===== src/rtl/alm_pkg.sv =====
// ----------------------------------------------------------------------------
// alm_pkg
// Shared types and constants of the audio loopback latency meter.
// ----------------------------------------------------------------------------
package alm_pkg;

  localparam int TEST_COUNT_DEF = 8;

  localparam int SAMPLE_W  = 16;
  localparam int LEVEL_W   = 15;
  localparam int PHASE_W   = 3;
  localparam int TESTS_W   = 7;
  localparam int SUM_W     = 24;
  localparam int AVG_W     = 18;
  localparam int FRAME_W   = 32;
  localparam int NOISE_W   = 20;
  localparam int PINGLEN_W = 11;
  localparam int TIMEOUT_W = 18;
  localparam int CFG_IDX_W = 3;
  localparam int CFG_DATA_W = 20;

  // reciprocal for the average: exact for sum < 2^SUM_W and divisor <= 64
  localparam int RCP_SHIFT = SUM_W + 6;
  localparam int RCP_W     = RCP_SHIFT + 1;

  localparam logic [AVG_W-1:0] AVG_MAX = {AVG_W{1'b1}};
  localparam logic [SUM_W-1:0] SUM_MAX = {SUM_W{1'b1}};

  // register indexes
  localparam logic [CFG_IDX_W-1:0] REG_NOISE_FRAMES   = 3'd0;
  localparam logic [CFG_IDX_W-1:0] REG_ECHO_THRESHOLD = 3'd1;
  localparam logic [CFG_IDX_W-1:0] REG_PING_FRAMES    = 3'd2;
  localparam logic [CFG_IDX_W-1:0] REG_PING_AMPLITUDE = 3'd3;
  localparam logic [CFG_IDX_W-1:0] REG_TIMEOUT_FRAMES = 3'd4;

  // register reset values
  localparam logic [NOISE_W-1:0]        NOISE_FRAMES_RST   = 20'd4096;
  localparam logic [LEVEL_W-1:0]        ECHO_THRESHOLD_RST = 15'd16384;
  localparam logic [PINGLEN_W-1:0]      PING_FRAMES_RST    = 11'd16;
  localparam logic signed [SAMPLE_W-1:0] PING_AMPLITUDE_RST = 16'sd29491;
  localparam logic [TIMEOUT_W-1:0]      TIMEOUT_FRAMES_RST = 18'd44100;

  // opcodes
  localparam logic OP_START = 1'b0;
  localparam logic OP_FRAME = 1'b1;

  // phase codes as reported on the output
  localparam logic [PHASE_W-1:0] PHASE_IDLE    = 3'd0;
  localparam logic [PHASE_W-1:0] PHASE_NOISE   = 3'd1;
  localparam logic [PHASE_W-1:0] PHASE_WAIT    = 3'd2;
  localparam logic [PHASE_W-1:0] PHASE_DONE    = 3'd3;
  localparam logic [PHASE_W-1:0] PHASE_TIMEOUT = 3'd4;

  typedef enum logic [4:0] {
    PH_IDLE    = 5'b00001,
    PH_NOISE   = 5'b00010,
    PH_WAIT    = 5'b00100,
    PH_DONE    = 5'b01000,
    PH_TIMEOUT = 5'b10000
  } phase_t;

  typedef struct packed {
    logic [NOISE_W-1:0]         noise_frames;
    logic [LEVEL_W-1:0]         echo_threshold;
    logic [PINGLEN_W-1:0]       ping_frames;
    logic signed [SAMPLE_W-1:0] ping_amplitude;
    logic [TIMEOUT_W-1:0]       timeout_frames;
  } cfg_t;

  typedef struct packed {
    logic signed [SAMPLE_W-1:0] out_sample;
    logic [PHASE_W-1:0]         phase;
    logic [LEVEL_W-1:0]         noise_floor;
    logic                       echo_found;
    logic [TESTS_W-1:0]         tests;
    logic [SUM_W-1:0]           sum;
  } result_t;

endpackage


===== src/rtl/alm_core.sv =====
// ----------------------------------------------------------------------------
// alm_core
// Calibration state and per-frame update: noise floor, ping, echo detection.
// ----------------------------------------------------------------------------
module alm_core #(
  parameter int TEST_COUNT = alm_pkg::TEST_COUNT_DEF
) (
  input  logic                                clk,
  input  logic                                rst,
  input  logic                                en,
  input  alm_pkg::cfg_t                       cfg,
  input  logic                                opcode,
  input  logic signed [alm_pkg::SAMPLE_W-1:0] sample_left,
  output alm_pkg::result_t                    res
);

  logic [alm_pkg::FRAME_W-1:0] frame_count, frame_count_next;
  logic [alm_pkg::FRAME_W-1:0] ping_start, ping_start_next;
  alm_pkg::phase_t             cal_phase, cal_phase_next;
  logic [alm_pkg::LEVEL_W-1:0] noise_peak, noise_peak_next;
  logic [alm_pkg::TESTS_W-1:0] tests_done, tests_done_next;
  logic [alm_pkg::SUM_W-1:0]   latency_sum, latency_sum_next;
  logic                        ping_pending, ping_pending_next;

  logic [alm_pkg::LEVEL_W-1:0] level;
  logic [alm_pkg::FRAME_W-1:0] delta;
  logic [alm_pkg::SUM_W:0]     sum_wide;
  logic [alm_pkg::SUM_W-1:0]   sum_sat;
  logic                        echo_hit;
  logic                        found;
  logic signed [alm_pkg::SAMPLE_W-1:0] sample_out;
  logic [alm_pkg::PHASE_W-1:0] phase_code;

  // absolute level, negative full scale saturates
  always_comb begin
    if (!sample_left[alm_pkg::SAMPLE_W-1]) begin
      level = sample_left[alm_pkg::LEVEL_W-1:0];
    end else if (sample_left[alm_pkg::LEVEL_W-1:0] == '0) begin
      level = {alm_pkg::LEVEL_W{1'b1}};
    end else begin
      level = alm_pkg::LEVEL_W'(-sample_left);
    end
  end

  assign delta    = frame_count - ping_start;
  assign echo_hit = level > cfg.echo_threshold;
  assign sum_wide = {1'b0, latency_sum} + {1'b0, delta[alm_pkg::SUM_W-1:0]};
  assign sum_sat  = ((delta[alm_pkg::FRAME_W-1:alm_pkg::SUM_W] != '0) ||
                     sum_wide[alm_pkg::SUM_W]) ? alm_pkg::SUM_MAX
                                               : sum_wide[alm_pkg::SUM_W-1:0];

  always_comb begin
    frame_count_next  = frame_count;
    ping_start_next   = ping_start;
    cal_phase_next    = cal_phase;
    noise_peak_next   = noise_peak;
    tests_done_next   = tests_done;
    latency_sum_next  = latency_sum;
    ping_pending_next = ping_pending;
    found             = 1'b0;
    sample_out        = '0;
    if (opcode == alm_pkg::OP_START) begin
      frame_count_next  = '0;
      ping_start_next   = '0;
      ping_pending_next = 1'b0;
      noise_peak_next   = '0;
      tests_done_next   = '0;
      latency_sum_next  = '0;
      cal_phase_next    = alm_pkg::PH_NOISE;
    end else if (cal_phase == alm_pkg::PH_NOISE || cal_phase == alm_pkg::PH_WAIT) begin
      frame_count_next = frame_count + 1'b1;
      if (frame_count < alm_pkg::FRAME_W'(cfg.noise_frames)) begin
        if (level > noise_peak) begin
          noise_peak_next = level;
        end
      end else begin
        if (ping_pending) begin
          if (echo_hit) begin
            latency_sum_next  = sum_sat;
            tests_done_next   = tests_done + 1'b1;
            found             = 1'b1;
            ping_pending_next = 1'b0;
            if (tests_done_next >= alm_pkg::TESTS_W'(TEST_COUNT)) begin
              cal_phase_next = alm_pkg::PH_DONE;
            end
          end else if (delta >= alm_pkg::FRAME_W'(cfg.timeout_frames)) begin
            cal_phase_next = alm_pkg::PH_TIMEOUT;
          end
        end
        // restart the ping while still measuring
        if ((cal_phase_next == alm_pkg::PH_NOISE || cal_phase_next == alm_pkg::PH_WAIT) &&
            !ping_pending_next) begin
          ping_start_next   = frame_count;
          ping_pending_next = 1'b1;
          cal_phase_next    = alm_pkg::PH_WAIT;
          if (cfg.ping_frames != '0) begin
            sample_out = cfg.ping_amplitude;
          end
        end else if (ping_pending_next && delta < alm_pkg::FRAME_W'(cfg.ping_frames)) begin
          sample_out = cfg.ping_amplitude;
        end
      end
    end
  end

  always_comb begin
    case (cal_phase_next)
      alm_pkg::PH_IDLE:    phase_code = alm_pkg::PHASE_IDLE;
      alm_pkg::PH_NOISE:   phase_code = alm_pkg::PHASE_NOISE;
      alm_pkg::PH_WAIT:    phase_code = alm_pkg::PHASE_WAIT;
      alm_pkg::PH_DONE:    phase_code = alm_pkg::PHASE_DONE;
      alm_pkg::PH_TIMEOUT: phase_code = alm_pkg::PHASE_TIMEOUT;
      default:             phase_code = alm_pkg::PHASE_IDLE;
    endcase
  end

  always_comb begin
    res.out_sample  = sample_out;
    res.phase       = phase_code;
    res.noise_floor = noise_peak_next;
    res.echo_found  = found;
    res.tests       = tests_done_next;
    res.sum         = latency_sum_next;
  end

  always_ff @(posedge clk) begin
    if (rst) begin
      frame_count  <= '0;
      ping_start   <= '0;
      cal_phase    <= alm_pkg::PH_IDLE;
      noise_peak   <= '0;
      tests_done   <= '0;
      latency_sum  <= '0;
      ping_pending <= 1'b0;
    end else if (en) begin
      frame_count  <= frame_count_next;
      ping_start   <= ping_start_next;
      cal_phase    <= cal_phase_next;
      noise_peak   <= noise_peak_next;
      tests_done   <= tests_done_next;
      latency_sum  <= latency_sum_next;
      ping_pending <= ping_pending_next;
    end
  end

  a_done_count: assert property (@(posedge clk) disable iff (rst)
    cal_phase == alm_pkg::PH_DONE |-> tests_done == alm_pkg::TESTS_W'(TEST_COUNT))
    else $error("done phase without the full test count");

  a_pending_phase: assert property (@(posedge clk) disable iff (rst)
    ping_pending |-> (cal_phase == alm_pkg::PH_WAIT || cal_phase == alm_pkg::PH_TIMEOUT))
    else $error("ping pending outside the waiting phases");

  a_sum_empty: assert property (@(posedge clk) disable iff (rst)
    tests_done == '0 |-> latency_sum == '0)
    else $error("latency sum without any test");

  a_found_count: assert property (@(posedge clk) disable iff (rst)
    en && found |=> tests_done == $past(tests_done) + 1'b1)
    else $error("echo did not count a test");

endmodule


===== config.mk =====
export PLATFORM = sky130hd
export DESIGN_NAME = alm_core
export DESIGN_NICKNAME = d
export VERILOG_FILES = /design/src/rtl/alm_pkg.sv /design/src/rtl/alm_core.sv
export SDC_FILE = /design/constraint.sdc
export NUM_CORES = 1
export LEC_CHECK = 0
export BUFFER_PORTS_ARGS = -buffer_cell sky130_fd_sc_hd__buf_4
export CAP_MARGIN = 20
export CELL_PAD_IN_SITES_DETAIL_PLACEMENT = 1
export CELL_PAD_IN_SITES_GLOBAL_PLACEMENT = 2
export CORE_MARGIN = 5
export CORE_UTILIZATION = 34
export CTS_BUF_LIST = sky130_fd_sc_hd__clkbuf_8 sky130_fd_sc_hd__clkbuf_16
export CTS_CLUSTER_SIZE = 25
export DETAILED_ROUTE_END_ITERATION = 10
export GPL_ROUTABILITY_DRIVEN = 1
export GPL_TIMING_DRIVEN = 0
export HOLD_SLACK_MARGIN = 0.1
export PLACE_DENSITY = 0.83
export SYNTH_ARGS = -nofsm -noshare
export SYNTH_HDL_FRONTEND = slang
export SYNTH_SLANG_ARGS = --single-unit
export TNS_END_PERCENT = 30

===== constraint.sdc =====
create_clock -name clk -period 10.5 [get_ports clk]
set_input_delay 2.1 -clock clk [delete_from_list [all_inputs] [get_ports clk]]
set_output_delay 2.1 -clock clk [all_outputs]
set_load 0.01 [all_outputs]

==> qor.yml <==
status: "finished, final reports clean"
period_minus_slack_ps: 10040
overflow: 0
cts_made_buffers: 17
cts_tree: "done"
p_sw_share_pct: 25.7
path_cells: "buf_4 -> or3_1 -> or2_1 -> or4_1 -> or3_1 -> nor2_1 -> o21ai_0 -> o21ai_0 -> ha_1 -> nor2b_1 -> o21a_1 -> o21a_1 -> o21a_1 -> o21a_1 -> o211ai_1 -> a21oi_1 -> o21ai_1 -> clkbuf_1 -> mux2i_1 -> nor2_1 -> buf_4"
cts_buffer_depth: 2
syn_nets: 1777
combPwrFrac_pct: 12.2
drt_iter0_markers: 482
critical_path_class: "input port to primary output"
p_int_mw: 0.856
worstPathRequired_ps: 8400
rsz0062_at_grt: "no"
layoutNonFillerInstCount: 2180
grt_pass1_wl_um: 66100
dp.cells: 2153
crit_top_cell: "o21a_1"
vdd_ir_drop_max_v: 0.0000810
tightestPinTransition_ps: 866
dieArea_mm2: 0.0376
p_leak_nw: 6.14
nNetsFinal: 1959
slew_violations: 0
grt_pass1_vias: 12300
start_util_pct: 34.3
rows: 67
cts_sinks: 116
die_w_um: 194
start_kind: "input port"
end_kind: "primary output"
synth-async-reset-ratio_pct: 0
power_frac_clock_pct: 49.4
ys_types: 84
first_pass_iters: 4
crit_path_max_fanout: 10
io_pins: 166
whs_ps: 499
hold_viol: 0
via_per_inst: 5.48
cp_slowest_stage_delay_ps: 690
pre_cts_slack_ps: -479
routedWlPerCell_um: 18.7
place_area_mm2: 0.0133
p_total_mw: 1.15
ys_ff_latch: 116
netlist_area_mm2: 0.0115
place_hpwl_um: 33300
core_mm2: 0.0334
cts_htree_levels: 4
routed_wl_um: 40700
max_cap_viol_count: 0
syn_area_per_cell_um2: 7.46
place.gp.congestion: 0.866
clk_pin_slew_worst_paths_ps: 60
ant_nets: 0
ys_warn_count: 0
clock_skew_ps: 15.3
grt_antenna_before_repair: 0
hold_path.class: "flip-flop to flip-flop"
power.switching_mw: 0.296
setup_ws_ps: 457
relSlewSlack_pct: 41.8
fin_util_pct: 41.5
fmax_mhz: 99.6
cellPowerDensity_mw_per_mm2: 83.1
ys_seq_area_share_pct: 20.2
grt_max_degree: 17
finalCritPeriodShare_pct: 95.6
die_h_um: 194
post_cts_buffers: 0
synthFlopType: "dfxtp_1"
design_area_mm2: 0.0139
vias: 11900
crit_slowest_cell: "o21ai_1"
area_delta_synth_final_pct: 20.7
setup_viol: 0
synth_edf_count: 0
ctsRootBufferMaster: "clkbuf_16"
arrival_ps: 7940
drc: 0
syn-instance-count: 1540
portBuffers: 164
grt_usage_pct: 21.3
p_seq_share_pct: 38.4
insertion_delay_ps: 430
layout-drive-gt1-share_pct: 15.9
final.setup.tns_ps: 0
cells in the mapped netlist, types with 6 or more instances:
library cell	instances	area (um^2)
a211oi_1	16	120
a21o_1	26	195
a21oi_1	94	470
a22oi_1	30	225
a31oi_1	6	37.5
and2_1	8	50.1
and3_1	13	81.3
and4_1	6	52.6
buf_2	17	85.1
clkbuf_1	55	206
dfxtp_1	116	2320
ha_1	135	1690
inv_1	131	492
mux2i_1	20	200
nand2_1	118	443
nand2b_1	28	175
nand3_1	54	270
nand4_1	22	138
nor2_1	170	638
nor2b_1	8	50.1
nor3_1	36	180
nor3_2	15	150
nor4_1	11	68.8
o211ai_1	13	97.6
o21a_1	21	158
o21ai_0	90	450
o21ai_1	10	50.1
o21bai_1	10	75.1
o2bb2ai_1	16	140
o31ai_1	15	113
o31ai_2	11	138
o32ai_1	23	201
or2_2	10	62.6
or3_1	18	113
or4_1	9	67.6
xnor2_1	40	350
xor2_1	29	254
worst max-delay path: cells and delay by family:
kind                     cells  cell delay, ps
AND/OR/NAND/NOR              7            2150
AO/OA/AOI/OAI                9            2040
adder cells (fa/ha/maj)      1             380
buffers and inverters        3             940
multiplexers                 1             320
per-layer routing:
layer	vias up	wire, um	track usage [%]	share of wire, %
met5	-	0	0	0
met4	0	661	4.84	1.6
met3	26	1140	2.92	2.8
met2	206	19100	36.2	47
met1	5784	19800	28.8	49
li1	5930	-	-	-
power groups by stage:
stage | Clock [mW] | Sequential (mW) | Combinational [mW]
finish | 0.570 | 0.442 | 0.140
global route | 0.597 | 0.442 | 0.157
CTS | 0.579 | 0.442 | 0.142
detailed placement | 0 | 0.452 | 0.140
global placement | 0 | 0.451 | 0.137
floorplan | 0 | 0.451 | 0.0729
cells by family after synthesis:
logic type | after synthesis | synth area share, %
DFF | 116 | 20.2
xor gates and xnor gates | 69 | 5.26
AOI/OAI and AO/OA | 445 | 27.0
muxes | 20 | 1.74
and+or+nand+nor | 544 | 23.4
buffers and inverters | 209 | 7.31
adders and majority gates | 137 | 15.1
registers in the layout (all words and copies together), names as in the netlist:
register	count
tests_done	7
cal_phase	5
latency_sum	24
noise_peak	15
ping_start	32
ping_pending	1
frame_count	32
final cells by class:
cell class / instances / area [um^2]
Fill cell: 4155 / 19600
Multi-Input combinational cell: 1215 / 8360
Sequential cell: 116 / 2320
Timing Repair Buffer: 165 / 1240
Tap cell: 448 / 561
Clock buffer: 23 / 508
Inverter: 131 / 492
Buffer: 76 / 342
Clock inverter: 5 / 50.0
Antenna cell: 1 / 2.50
timing repair:
action                                  4_1_cts  5_1_grt
endpoints found under the setup margin       20       21
gates resized for setup                       4        4
hold buffers                                  0        0
cell usage in the layout, fill, tap and decap left out, types with 10 or more instances in the layout:
cell,count
nor2_1,170
buf_4,165
ha_1,135
inv_1,131
nand2_1,118
dfxtp_1,116
a21oi_1,94
o21ai_0,89
nand3_1,54
clkbuf_1,52
xnor2_1,40
nor3_1,36
a22oi_1,30
xor2_1,29
nand2b_1,28
a21o_1,26
o32ai_1,23
nand4_1,22
o21a_1,21
mux2i_1,20
buf_2,18
or3_1,18
clkbuf_16,17
o2bb2ai_1,16
a211oi_1,15
o31ai_1,15
nor3_2,15
o211ai_1,13
and3_1,13
o31ai_2,11
o21ai_1,10
o21bai_1,10
nor4_1,10
or2_2,10
worst paths after layout:
path,startpoint,to,slack (ps),cells after the start
max reg2reg,frame_count[0],cal_phase[2],4790,21
min reg2reg,noise_peak[7],noise_peak[7],500,2
max,sample_left[6],res[38],460,21
min,noise_peak[7],noise_peak[7],500,2
No activity file was read; power rests on OpenSTA's default activity.
